===== config.mk =====
export PLATFORM = sky130hd
export DESIGN_NAME = binary_dcg_at_cutoffs_top
export DESIGN_NICKNAME = d
export VERILOG_FILES = /design/src/hw/rtl/bdcg_pkg.sv /design/src/hw/rtl/bdcg_queue.sv /design/src/hw/rtl/bdcg_front.sv /design/src/hw/rtl/bdcg_back.sv /design/src/hw/rtl/binary_dcg_at_cutoffs_top.sv
export SDC_FILE = /design/constraint.sdc
export NUM_CORES = 2
export LEC_CHECK = 0
export BUFFER_PORTS_ARGS = -buffer_cell sky130_fd_sc_hd__buf_2
export CORE_AREA = 10 10 354 356
export CTS_CLUSTER_DIAMETER = 60
export DETAILED_ROUTE_END_ITERATION = 16
export DIE_AREA = 0 0 364 366
export PLACE_DENSITY_LB_ADDON = 0.1
export SYNTH_ARGS = -nofsm -noshare
export SYNTH_HDL_FRONTEND = slang
export SYNTH_SLANG_ARGS = --single-unit

===== constraint.sdc =====
create_clock -name clk -period 10.5 [get_ports clk]
set_input_delay 2.1 -clock clk [delete_from_list [all_inputs] [get_ports clk]]
set_output_delay 2.1 -clock clk [all_outputs]
set_load 0.1 [all_outputs]

===== src/hw/rtl/bdcg_pkg.sv =====
`default_nettype none
// ----------------------------------------------------------------------------
// bdcg_pkg: shared types and constants of the binary dcg cutoff block
// Register indexes, reset values, queue operation and result formats.
// ----------------------------------------------------------------------------
package bdcg_pkg;

  localparam int unsigned MAX_RANK_DEF = 1024;
  localparam int unsigned Q_DEPTH_DEF  = 4;
  localparam int unsigned MAX_CUTOFFS  = 12;

  localparam logic [3:0]  CUTOFF_COUNT_RST = 4'd10;
  localparam logic [63:0] CUTOFFS_A_RST    = 64'h000F_000A_0005_0001;
  localparam logic [63:0] CUTOFFS_B_RST    = 64'h00C8_0064_001E_0014;
  localparam logic [63:0] CUTOFFS_C_RST    = 64'h0000_0000_03E8_01F4;

  // weight of rank one and the saturation point of a per-rank result
  localparam logic [16:0] UNIT_Q16 = 17'd65536;

  typedef enum logic [1:0] {
    REG_CUTOFF_COUNT = 2'd0,
    REG_CUTOFFS_A    = 2'd1,
    REG_CUTOFFS_B    = 2'd2,
    REG_CUTOFFS_C    = 2'd3
  } reg_idx_t;

  typedef enum logic [1:0] {
    OP_EMIT  = 2'd0,
    OP_ADD   = 2'd1,
    OP_CLEAR = 2'd2
  } op_kind_t;

  // one unit of work handed from the front to the back
  typedef struct packed {
    op_kind_t    kind;
    logic [3:0]  slot;
    logic [15:0] cut;
    logic [15:0] rank;
    logic        last;
  } op_t;

  typedef struct packed {
    logic [3:0]  slot;
    logic [15:0] rank;
    logic [16:0] dcg;
    logic        last;
  } res_t;

  function automatic logic [15:0] cut_of(input logic [63:0] wa, input logic [63:0] wb,
                                         input logic [63:0] wc, input logic [3:0] slot);
    logic [63:0] w;
    w = '0;
    case (slot[3:2])
      2'd0:    w = wa;
      2'd1:    w = wb;
      2'd2:    w = wc;
      default: w = '0;
    endcase
    return w[{slot[1:0], 4'd0} +: 16];
  endfunction

endpackage
`default_nettype wire


===== src/hw/rtl/bdcg_queue.sv =====
`default_nettype none
// ----------------------------------------------------------------------------
// bdcg_queue: short operation queue between front and back
// Flip-flop fifo with a combinational head; push and pop in the same cycle.
// ----------------------------------------------------------------------------
module bdcg_queue
  import bdcg_pkg::*;
#(
  parameter int unsigned Depth = Q_DEPTH_DEF
) (
  input  wire logic clk,
  input  wire logic rst_n,
  input  wire logic push,
  input  wire op_t  din,
  output logic      full,
  input  wire logic pop,
  output op_t       dout,
  output logic      valid
);

  localparam int unsigned PtrW = $clog2(Depth);
  localparam int unsigned CntW = $clog2(Depth + 1);

  op_t             mem_r [Depth];
  logic [PtrW-1:0] wr_r, wr_nxt;
  logic [PtrW-1:0] rd_r, rd_nxt;
  logic [CntW-1:0] cnt_r, cnt_nxt;
  logic            do_push, do_pop;

  assign full    = (cnt_r == CntW'(Depth));
  assign valid   = (cnt_r != '0);
  assign dout    = mem_r[rd_r];
  assign do_push = push && !full;
  assign do_pop  = pop && valid;

  always_comb begin
    wr_nxt  = wr_r;
    rd_nxt  = rd_r;
    cnt_nxt = cnt_r;
    if (do_push) begin
      wr_nxt = (wr_r == PtrW'(Depth - 1)) ? '0 : wr_r + PtrW'(1);
    end
    if (do_pop) begin
      rd_nxt = (rd_r == PtrW'(Depth - 1)) ? '0 : rd_r + PtrW'(1);
    end
    if (do_push && !do_pop) begin
      cnt_nxt = cnt_r + CntW'(1);
    end else if (do_pop && !do_push) begin
      cnt_nxt = cnt_r - CntW'(1);
    end
  end

  always_ff @(posedge clk) begin
    if (!rst_n) begin
      wr_r  <= '0;
      rd_r  <= '0;
      cnt_r <= '0;
    end else begin
      wr_r  <= wr_nxt;
      rd_r  <= rd_nxt;
      cnt_r <= cnt_nxt;
    end
    if (do_push) begin
      mem_r[wr_r] <= din;
    end
  end

endmodule
`default_nettype wire


===== src/hw/rtl/bdcg_front.sv =====
`default_nettype none
// ----------------------------------------------------------------------------
// bdcg_front: item intake, rank tracking and cutoff matching
// Holds the configuration registers, counts ranks, matches cutoffs and turns
// each item into emit, add and clear operations for the back.
// ----------------------------------------------------------------------------
module bdcg_front
  import bdcg_pkg::*;
#(
  parameter int unsigned MaxRank = MAX_RANK_DEF
) (
  input  wire logic        clk,
  input  wire logic        rst_n,
  input  wire logic        in_tvalid,
  output logic             in_tready,
  input  wire logic [7:0]  in_tdata,
  input  wire logic        in_tuser,
  input  wire logic        in_tlast,
  input  wire logic        cfg_valid,
  output logic             cfg_ready,
  input  wire logic [1:0]  cfg_index,
  input  wire logic [63:0] cfg_data,
  output logic             q_push,
  output op_t              q_op,
  input  wire logic        q_full
);

  localparam int unsigned RankW = $clog2(MaxRank + 1);

  typedef enum logic [2:0] {
    F_IDLE,
    F_HIT,
    F_ADD,
    F_FLUSH,
    F_CLEAR
  } fstate_t;

  fstate_t          state_r, state_nxt;
  logic [RankW-1:0] rank_r, rank_nxt;
  logic [3:0]       slot_r, slot_nxt;
  logic             done_r, done_nxt;
  logic [3:0]       cnt_r, cnt_nxt;
  logic [63:0]      wa_r, wa_nxt;
  logic [63:0]      wb_r, wb_nxt;
  logic [63:0]      wc_r, wc_nxt;
  logic [3:0]       hslot_r, hslot_nxt;
  logic [15:0]      hcut_r, hcut_nxt;
  logic             hlast_r, hlast_nxt;
  logic             add_r, add_nxt;
  logic [15:0]      add_rank_r, add_rank_nxt;
  logic             flush_r, flush_nxt;
  logic             eol_r, eol_nxt;

  logic [3:0]       used;
  logic [15:0]      cur_cut;
  logic             pend, rel_pos, hit, add, done1, flush, below_max;
  logic [3:0]       slot1, slot_inc;
  logic [RankW-1:0] rank_adv;

  assign in_tready = (state_r == F_IDLE);
  assign cfg_ready = 1'b1;

  assign used      = (cnt_r > 4'(MAX_CUTOFFS)) ? 4'(MAX_CUTOFFS) : cnt_r;
  assign cur_cut   = cut_of(wa_r, wb_r, wc_r, slot_r);
  assign pend      = !done_r && (slot_r < used);
  assign rel_pos   = !in_tdata[7] && (in_tdata != 8'd0);
  assign below_max = (rank_r < RankW'(MaxRank));
  assign hit       = in_tuser && pend && (16'(rank_r) == cur_cut);
  assign slot1     = hit ? slot_r + 4'd1 : slot_r;
  assign slot_inc  = slot_r + 4'd1;

  // a document with nothing pending closes the query for further work
  assign done1     = in_tuser ? (pend ? (hit && (slot1 >= used)) : 1'b1) : done_r;
  assign add       = in_tuser && pend && !done1 && rel_pos && below_max;
  assign rank_adv  = (in_tuser && below_max) ? rank_r + RankW'(1) : rank_r;
  assign flush     = in_tlast && !done1 && (slot1 < used);

  assign q_push = (state_r != F_IDLE) && !q_full;

  always_comb begin
    q_op = '{kind: OP_CLEAR, slot: 4'd0, cut: 16'd0, rank: 16'd0, last: 1'b0};
    case (state_r)
      F_HIT:   q_op = '{kind: OP_EMIT, slot: hslot_r, cut: hcut_r, rank: 16'd0,
                        last: hlast_r};
      F_ADD:   q_op = '{kind: OP_ADD, slot: 4'd0, cut: 16'd0, rank: add_rank_r,
                        last: 1'b0};
      F_FLUSH: q_op = '{kind: OP_EMIT, slot: slot_r, cut: cur_cut, rank: 16'd0,
                        last: (slot_inc >= used)};
      default: q_op = '{kind: OP_CLEAR, slot: 4'd0, cut: 16'd0, rank: 16'd0, last: 1'b0};
    endcase
  end

  always_comb begin
    state_nxt    = state_r;
    rank_nxt     = rank_r;
    slot_nxt     = slot_r;
    done_nxt     = done_r;
    cnt_nxt      = cnt_r;
    wa_nxt       = wa_r;
    wb_nxt       = wb_r;
    wc_nxt       = wc_r;
    hslot_nxt    = hslot_r;
    hcut_nxt     = hcut_r;
    hlast_nxt    = hlast_r;
    add_nxt      = add_r;
    add_rank_nxt = add_rank_r;
    flush_nxt    = flush_r;
    eol_nxt      = eol_r;

    if (cfg_valid) begin
      unique case (reg_idx_t'(cfg_index))
        REG_CUTOFF_COUNT: cnt_nxt = cfg_data[3:0];
        REG_CUTOFFS_A:    wa_nxt  = cfg_data;
        REG_CUTOFFS_B:    wb_nxt  = cfg_data;
        REG_CUTOFFS_C:    wc_nxt  = cfg_data;
      endcase
    end

    unique case (state_r)
      F_IDLE: begin
        if (in_tvalid) begin
          rank_nxt     = rank_adv;
          slot_nxt     = slot1;
          done_nxt     = done1;
          hslot_nxt    = slot_r;
          hcut_nxt     = cur_cut;
          hlast_nxt    = !flush;
          add_nxt      = add;
          add_rank_nxt = 16'(rank_r) + 16'd1;
          flush_nxt    = flush;
          eol_nxt      = in_tlast;
          if (hit) begin
            state_nxt = F_HIT;
          end else if (add) begin
            state_nxt = F_ADD;
          end else if (flush) begin
            state_nxt = F_FLUSH;
          end else if (in_tlast) begin
            state_nxt = F_CLEAR;
          end
        end
      end
      F_HIT: begin
        if (!q_full) begin
          if (add_r) begin
            state_nxt = F_ADD;
          end else if (flush_r) begin
            state_nxt = F_FLUSH;
          end else if (eol_r) begin
            state_nxt = F_CLEAR;
          end else begin
            state_nxt = F_IDLE;
          end
        end
      end
      F_ADD: begin
        if (!q_full) begin
          if (flush_r) begin
            state_nxt = F_FLUSH;
          end else if (eol_r) begin
            state_nxt = F_CLEAR;
          end else begin
            state_nxt = F_IDLE;
          end
        end
      end
      F_FLUSH: begin
        if (!q_full) begin
          slot_nxt = slot_inc;
          if (slot_inc >= used) begin
            state_nxt = F_CLEAR;
          end
        end
      end
      F_CLEAR: begin
        if (!q_full) begin
          rank_nxt  = '0;
          slot_nxt  = 4'd0;
          done_nxt  = 1'b0;
          state_nxt = F_IDLE;
        end
      end
      default: state_nxt = F_IDLE;
    endcase
  end

  always_ff @(posedge clk) begin
    if (!rst_n) begin
      state_r <= F_IDLE;
      rank_r  <= '0;
      slot_r  <= 4'd0;
      done_r  <= 1'b0;
      cnt_r   <= CUTOFF_COUNT_RST;
      wa_r    <= CUTOFFS_A_RST;
      wb_r    <= CUTOFFS_B_RST;
      wc_r    <= CUTOFFS_C_RST;
      add_r   <= 1'b0;
      flush_r <= 1'b0;
      eol_r   <= 1'b0;
    end else begin
      state_r <= state_nxt;
      rank_r  <= rank_nxt;
      slot_r  <= slot_nxt;
      done_r  <= done_nxt;
      cnt_r   <= cnt_nxt;
      wa_r    <= wa_nxt;
      wb_r    <= wb_nxt;
      wc_r    <= wc_nxt;
      add_r   <= add_nxt;
      flush_r <= flush_nxt;
      eol_r   <= eol_nxt;
    end
    hslot_r    <= hslot_nxt;
    hcut_r     <= hcut_nxt;
    hlast_r    <= hlast_nxt;
    add_rank_r <= add_rank_nxt;
  end

endmodule
`default_nettype wire


===== src/hw/rtl/bdcg_back.sv =====
`default_nettype none
// ----------------------------------------------------------------------------
// bdcg_back: gain accumulation and per-rank division
// Works one queued operation at a time: a squaring log2 unit and a shared
// bit-serial divider form rank weights and per-cutoff results.
// ----------------------------------------------------------------------------
module bdcg_back
  import bdcg_pkg::*;
(
  input  wire logic clk,
  input  wire logic rst_n,
  input  wire logic q_valid,
  input  wire op_t  q_op,
  output logic      q_pop,
  output logic      out_valid,
  input  wire logic out_ready,
  output res_t      out_res
);

  typedef enum logic [2:0] {
    B_IDLE,
    B_LOG,
    B_PREP,
    B_DIV,
    B_FIN,
    B_OUT
  } bstate_t;

  bstate_t     state_r, state_nxt;
  logic [31:0] gain_r, gain_nxt;
  logic        is_add_r, is_add_nxt;
  logic [3:0]  slot_r, slot_nxt;
  logic [15:0] cut_r, cut_nxt;
  logic        last_r, last_nxt;
  logic [31:0] x_r, x_nxt;
  logic [31:0] frac_r, frac_nxt;
  logic [3:0]  n_r, n_nxt;
  logic [37:0] rem_r, rem_nxt;
  logic [48:0] dq_r, dq_nxt;
  logic [35:0] dvs_r, dvs_nxt;
  logic [4:0]  cnt_r, cnt_nxt;
  logic [16:0] dcg_r, dcg_nxt;
  logic        ov_r, ov_nxt;
  res_t        res_r, res_nxt;

  logic [63:0] prod;
  logic [31:0] sq;
  logic [3:0]  lead;
  logic [37:0] trial;
  logic        ge;
  logic [35:0] lg;
  logic [48:0] num;
  logic [32:0] sum_add;
  logic [32:0] sum_one;

  assign q_pop     = (state_r == B_IDLE) && q_valid;
  assign out_valid = ov_r;
  assign out_res   = res_r;

  assign prod    = x_r * x_r;
  assign sq      = prod[61:30];
  assign trial   = {rem_r[36:0], dq_r[48]};
  assign ge      = (trial >= {2'b00, dvs_r});
  assign lg      = {n_r, frac_r};
  assign num     = (49'd1 << 48) + 49'(lg[35:1]);
  assign sum_add = {1'b0, gain_r} + {16'd0, dq_r[16:0]};
  assign sum_one = {1'b0, gain_r} + {16'd0, UNIT_Q16};

  // position of the leading one of the rank
  always_comb begin
    lead = 4'd0;
    for (int i = 0; i < 16; i++) begin
      if (q_op.rank[i]) begin
        lead = 4'(i);
      end
    end
  end

  always_comb begin
    state_nxt  = state_r;
    gain_nxt   = gain_r;
    is_add_nxt = is_add_r;
    slot_nxt   = slot_r;
    cut_nxt    = cut_r;
    last_nxt   = last_r;
    x_nxt      = x_r;
    frac_nxt   = frac_r;
    n_nxt      = n_r;
    rem_nxt    = rem_r;
    dq_nxt     = dq_r;
    dvs_nxt    = dvs_r;
    cnt_nxt    = cnt_r;
    dcg_nxt    = dcg_r;
    ov_nxt     = ov_r && !out_ready;
    res_nxt    = res_r;

    unique case (state_r)
      B_IDLE: begin
        if (q_valid) begin
          unique case (q_op.kind)
            OP_EMIT: begin
              slot_nxt   = q_op.slot;
              cut_nxt    = q_op.cut;
              last_nxt   = q_op.last;
              is_add_nxt = 1'b0;
              if (q_op.cut == 16'd0) begin
                dcg_nxt   = 17'd0;
                state_nxt = B_OUT;
              end else begin
                rem_nxt   = 38'd0;
                dq_nxt    = {gain_r, 17'd0};
                dvs_nxt   = 36'(q_op.cut);
                cnt_nxt   = 5'd31;
                state_nxt = B_DIV;
              end
            end
            OP_ADD: begin
              if (q_op.rank <= 16'd1) begin
                gain_nxt = sum_one[32] ? 32'hFFFF_FFFF : sum_one[31:0];
              end else begin
                n_nxt     = lead;
                x_nxt     = 32'(q_op.rank) << (5'd30 - {1'b0, lead});
                frac_nxt  = 32'd0;
                cnt_nxt   = 5'd31;
                state_nxt = B_LOG;
              end
            end
            OP_CLEAR: gain_nxt = 32'd0;
            default:  gain_nxt = gain_r;
          endcase
        end
      end
      B_LOG: begin
        // one fraction bit of log2 per squaring
        x_nxt    = sq[31] ? {1'b0, sq[31:1]} : sq;
        frac_nxt = {frac_r[30:0], sq[31]};
        cnt_nxt  = cnt_r - 5'd1;
        if (cnt_r == 5'd0) begin
          state_nxt = B_PREP;
        end
      end
      B_PREP: begin
        // quotient fits 17 bits, so the top of the dividend starts as remainder
        rem_nxt    = {6'd0, num[48:17]};
        dq_nxt     = {num[16:0], 32'd0};
        dvs_nxt    = lg;
        cnt_nxt    = 5'd16;
        is_add_nxt = 1'b1;
        state_nxt  = B_DIV;
      end
      B_DIV: begin
        rem_nxt = ge ? trial - {2'b00, dvs_r} : trial;
        dq_nxt  = {dq_r[47:0], ge};
        cnt_nxt = cnt_r - 5'd1;
        if (cnt_r == 5'd0) begin
          state_nxt = B_FIN;
        end
      end
      B_FIN: begin
        if (is_add_r) begin
          gain_nxt  = sum_add[32] ? 32'hFFFF_FFFF : sum_add[31:0];
          state_nxt = B_IDLE;
        end else begin
          dcg_nxt   = (dq_r[31:0] > 32'(UNIT_Q16)) ? UNIT_Q16 : dq_r[16:0];
          state_nxt = B_OUT;
        end
      end
      B_OUT: begin
        if (!ov_r || out_ready) begin
          ov_nxt    = 1'b1;
          res_nxt   = '{slot: slot_r, rank: cut_r, dcg: dcg_r, last: last_r};
          state_nxt = B_IDLE;
        end
      end
      default: state_nxt = B_IDLE;
    endcase
  end

  always_ff @(posedge clk) begin
    if (!rst_n) begin
      state_r <= B_IDLE;
      gain_r  <= 32'd0;
      ov_r    <= 1'b0;
    end else begin
      state_r <= state_nxt;
      gain_r  <= gain_nxt;
      ov_r    <= ov_nxt;
    end
    is_add_r <= is_add_nxt;
    slot_r   <= slot_nxt;
    cut_r    <= cut_nxt;
    last_r   <= last_nxt;
    x_r      <= x_nxt;
    frac_r   <= frac_nxt;
    n_r      <= n_nxt;
    rem_r    <= rem_nxt;
    dq_r     <= dq_nxt;
    dvs_r    <= dvs_nxt;
    cnt_r    <= cnt_nxt;
    dcg_r    <= dcg_nxt;
    res_r    <= res_nxt;
  end

endmodule
`default_nettype wire


===== src/hw/rtl/binary_dcg_at_cutoffs_top.sv =====
`default_nettype none
// ----------------------------------------------------------------------------
// binary_dcg_at_cutoffs_top: running binary dcg at configured rank cutoffs
// One beat on the in_ channel carries one ranked document: relevance in
// in_tdata, in_tuser set when a document is present, in_tlast on the last
// beat of a query. Each cutoff reached, or still open at the end of a query,
// gives one out_ beat with the cutoff slot in out_tuser, the cutoff rank and
// sum/cutoff (q1.16) in out_tdata; out_tlast marks an input beat's last result.
// The cfg_ channel writes the cutoff count and the three cutoff words; the user
// must write them only while the block is idle, which the block itself does
// not enforce; the channel is always ready. The front takes one beat and hands
// at most one operation per cycle to a short queue, and takes no new beat until
// every operation of the item is queued. The back runs one operation at a time:
// adding a weight beyond rank one takes dispatch, 32 squaring steps of the log2
// unit, set-up, 17 divider steps and the sum, a cutoff result 32 divider steps,
// which sets the sustained rate. Reset restores the register defaults and an
// empty query, with no clearing pass. A stalled receiver holds the output
// register; the back then waits and the queue, then the input, fill up.
// ----------------------------------------------------------------------------
module binary_dcg_at_cutoffs_top
  import bdcg_pkg::*;
#(
  parameter int unsigned MAX_RANK = MAX_RANK_DEF,
  parameter int unsigned Q_DEPTH  = Q_DEPTH_DEF
) (
  input  wire logic        clk,
  input  wire logic        rst_n,
  input  wire logic        in_tvalid,
  output logic             in_tready,
  input  wire logic [7:0]  in_tdata,   // [7:0] relevance
  input  wire logic        in_tuser,   // [0] has_document
  input  wire logic        in_tlast,
  output logic             out_tvalid,
  input  wire logic        out_tready,
  output logic [39:0]      out_tdata,  // [15:0] cutoff_rank, [32:16] dcg_per_rank
  output logic [3:0]       out_tuser,  // [3:0] cutoff_slot
  output logic             out_tlast,
  input  wire logic        cfg_valid,
  output logic             cfg_ready,
  input  wire logic [1:0]  cfg_index,
  input  wire logic [63:0] cfg_data
);

  logic q_push, q_full, q_pop, q_valid;
  op_t  q_in, q_out;
  res_t res;

  bdcg_front #(
    .MaxRank (MAX_RANK)
  ) u_front (
    .clk       (clk),
    .rst_n     (rst_n),
    .in_tvalid (in_tvalid),
    .in_tready (in_tready),
    .in_tdata  (in_tdata),
    .in_tuser  (in_tuser),
    .in_tlast  (in_tlast),
    .cfg_valid (cfg_valid),
    .cfg_ready (cfg_ready),
    .cfg_index (cfg_index),
    .cfg_data  (cfg_data),
    .q_push    (q_push),
    .q_op      (q_in),
    .q_full    (q_full)
  );

  bdcg_queue #(
    .Depth (Q_DEPTH)
  ) u_queue (
    .clk   (clk),
    .rst_n (rst_n),
    .push  (q_push),
    .din   (q_in),
    .full  (q_full),
    .pop   (q_pop),
    .dout  (q_out),
    .valid (q_valid)
  );

  bdcg_back u_back (
    .clk       (clk),
    .rst_n     (rst_n),
    .q_valid   (q_valid),
    .q_op      (q_out),
    .q_pop     (q_pop),
    .out_valid (out_tvalid),
    .out_ready (out_tready),
    .out_res   (res)
  );

  assign out_tdata = {7'd0, res.dcg, res.rank};
  assign out_tuser = res.slot;
  assign out_tlast = res.last;

  a_push_room: assert property (@(posedge clk) disable iff (!rst_n)
    q_push |-> !q_full)
    else $error("front pushed into a full queue");

  a_pop_valid: assert property (@(posedge clk) disable iff (!rst_n)
    q_pop |-> q_valid)
    else $error("back popped an empty queue");

  a_slot_range: assert property (@(posedge clk) disable iff (!rst_n)
    out_tvalid |-> (out_tuser < 4'(MAX_CUTOFFS)))
    else $error("result beat with a slot beyond the cutoff table");

  a_dcg_range: assert property (@(posedge clk) disable iff (!rst_n)
    out_tvalid |-> (out_tdata[32:16] <= UNIT_Q16))
    else $error("per-rank result above one");

endmodule
`default_nettype wire


==> flow_summary.toml <==
[outcome]
outcome = "complete, no violations"

[routing]
drc_errors = 0
wirelength_um = 164000
vias = 44100
drtPass1Iterations = 5
via_per_inst = 5.57
ant_nets = 0
drt-initial-drc-count = 3424
wire_per_inst_um = 20.8

[clocking]
cts_hold_buffers = 0
post_cts_resized = 0
clk_path_buf_depth = 3
cts_tree = "built"
post_cts_buffers = 0
path_clk_slew_ps = 60
insertion_delay_ps = 640
cts-root-buf = "clkbuf_16"
cts_inserted_buffers = 77
cts.htree.levels = 3
clkSinkCount = 708

[grt]
antenna_found_initial = 11
overflow = 0
use_met1_pct = 34.4
grt_usage_pct = 25.0
grt.met3_usage_pct = 3.31
use_met2_pct = 40.9
grt_pass1_wl_um = 265000
grt_pass1_vias = 46500
grt_start_max_net_pins = 105
grt_busiest_layer = "met2"

[logic_synthesis]
synth_area_per_cell_um2 = 10.0
synth.cell_area_um2 = 63500
synth-edff-count = 445
ys_top_cells_by_area = "fa_1 (25%), edfxtp_1 (21%), dfxtp_1 (8.3%), ha_1 (7.1%), inv_1 (6.4%)"
synthDominantCellAreaShare_pct = 25.1
synth_top_flop_cell = "edfxtp_1"
synthArstFlopShare_pct = 0
yosys_warnings = 0
yosysSeqAreaShare_pct = 29.3
ys_ff_latch = 708
yosys.area.top_type = "fa_1"
synth.distinct_cells = 90
synthCells = 6346

[floorplanning]
die_y_um = 366
num_io_pins = 129
fp.dieW_um = 364
num_rows = 126
dieArea_um2 = 133000
initial_core_util_pct = 53.9
core_um2 = 118000

[hold_path]
hp-start = "u_back.cut_r[15]$_DFFE_PP_"
hold_class = "register to register"

[setup_path]
cp-start-kind = "register"
crit_arrival_ps = 9740
worstSetupStartpoint = "u_back.x_r[4]$_DFFE_PP_"
endpoint_kind = "register"
path_max_fanout = 35
crit_required_ps = 10940
crit_type = "register to register"
r2r-start = "u_back.x_r[4]$_DFFE_PP_"

[cells_and_area]
nets = 7553
drive_gt1_share_pct = 7.84
seq_area_um2 = 18600
fill_cells = 10300
multi_input_area_um2 = 39600
area_growth_pct = 7.54
final_area_um2 = 68300

[timing]
drv_slew = 0
finalHoldViolCount = 0
final.setup_skew_ps = 31.3
period_share_pct = 88.5
max_freq_mhz = 108
rsz0062_at_grt = "no"
tns_ps = 0
setup_viol = 0
maxSlewHeadroom_pct = 10.4
worst_pin_slew_ps = 1340
period_needed_ps = 9300

[placement]
gp_congestion = 0.944
hpwl_um = 122000
dpl_cell_area_um2 = 65500
portBuffers = 120

[run]
maxCapViolations = 0
-- through the flow --
step	instances	setup WS (ps)	utilization, %	hold slack (ps)
6_report	7916	1200	58.0	412
5_1_grt	7916	799	58.0	420
4_1_cts	7914	1250	58.0	413
3_5_place_dp	7772	1340	55.6	405
3_3_place_gp	7772	1370	55.6	404
2_1_floorplan	6352	2580	-	400
-- synth_stat cells (18+ instances only) --
library cell and instances:
inv_1 1080, nand2_1 859, fa_1 796, edfxtp_1 445, ha_1 361, and2_1 288
clkbuf_1 278, dfxtp_1 263, nor2_1 207, a21oi_1 197, a21boi_0 175, o21ai_0 148
mux2i_1 132, nand3_1 104, xnor2_1 85, xor2_1 76, a21o_1 67, mux4_2 66
and3_1 56, nand2b_1 55, nor3_1 51, nand4_1 41, nor2b_1 39, a31oi_1 32
o2bb2ai_1 27, mux2_2 21, o21a_1 21, o21bai_1 21, a22o_1 20, a211oi_1 19
buf_2 18, o211ai_1 18
-- layout make-up --
type / count / share of cell area [%]
diodes: 2 / 0.00733
clock buffers: 91 / 3.02
clock inverters: 51 / 0.994
inverters: 1084 / 5.96
multi-input cells: 4228 / 58.0
flip-flops and latches: 708 / 27.3
well taps: 1536 / 2.82
repair buffers: 216 / 1.94
-- cells by family (layout without fill, tap and decap cells) --
family,after synthesis,after routing,synth area share (%)
xor+xnor,161,161,2.22
fa+ha+maj,1157,1157,32.2
buf+inv,1416,1442,8.55
flops,708,708,29.3
mux,219,219,4.80
compound gates,906,906,9.74
other cells,2,10,0.0118
simple gates,1777,1777,13.1
-- per-layer routing --
metal | part of all wire (%) | wire length (um)
met5 | 0.032 | 52
met4 | 3.3 | 5350
met3 | 5.6 | 9210
met2 | 48 | 79000
met1 | 43 | 70700
-- state kept, by name (all words and copies together), names as in the netlist, 36 cells and up, named ones only --
| signal | count |
|---|---|
| u_queue.mem_r | 140 |
| u_front.wa_r | 64 |
| u_front.wb_r | 64 |
| u_front.wc_r | 64 |
| u_back.dq_r | 49 |
| u_back.out_res | 38 |
| u_back.rem_r | 37 |
| u_back.dvs_r | 36 |
-- path summary, 6_finish.rpt --
check        cells past startpoint                           end  slack [ps]
min reg2reg                      0  u_back.out_res[33]$_DFFE_PP_         410
max                             26      u_back.x_r[26]$_DFFE_PP_        1200
min                              0  u_back.out_res[33]$_DFFE_PP_         410
max reg2reg                     26      u_back.x_r[26]$_DFFE_PP_        1200
-- placed cells by master, fill, tap and decap left out, types with 17 or more instances in the layout --
master and n:
a211oi_1 17, a21boi_0 175, a21o_1 67, a21oi_1 197
a22o_1 20, a31oi_1 32, and2_1 288, and3_1 55
buf_2 119, buf_4 96, clkbuf_16 79, dfxtp_1 259
edfxtp_1 445, fa_1 796, ha_1 361, inv_1 1080
mux2_2 21, mux2i_1 132, mux4_2 66, nand2_1 858
nand2b_1 54, nand3_1 103, nand4_1 41, nor2_1 204
nor2b_1 36, nor3_1 47, nor4_1 17, o211ai_1 18
o21a_1 21, o21ai_0 148, o21bai_1 21, o2bb2ai_1 27
xnor2_1 84, xor2_1 75
-- worst max-delay path, cell delays in order, from the launching register on --
cell       delay [ps]
edfxtp_1         1210
nand2_1           250
xor2_1            240
ha_1              200
a31o_2            230
fa_1              540
inv_1              60
fa_1              490
fa_1              560
inv_1              70
fa_1              500
inv_1              60
fa_1              550
inv_1              50
fa_1              500
fa_1              430
ha_1              370
nand2_1           100
a2111o_1          390
a21oi_1           540
o2111ai_1         310
nand3_1           270
o21ai_1           200
xor2_2            180
buf_4             270
a22o_1            250
o41ai_1           290
Power is left out: the tool's default activity adds up to more than one toggle a clock period on the data nets, which glitch-free logic cannot reach.
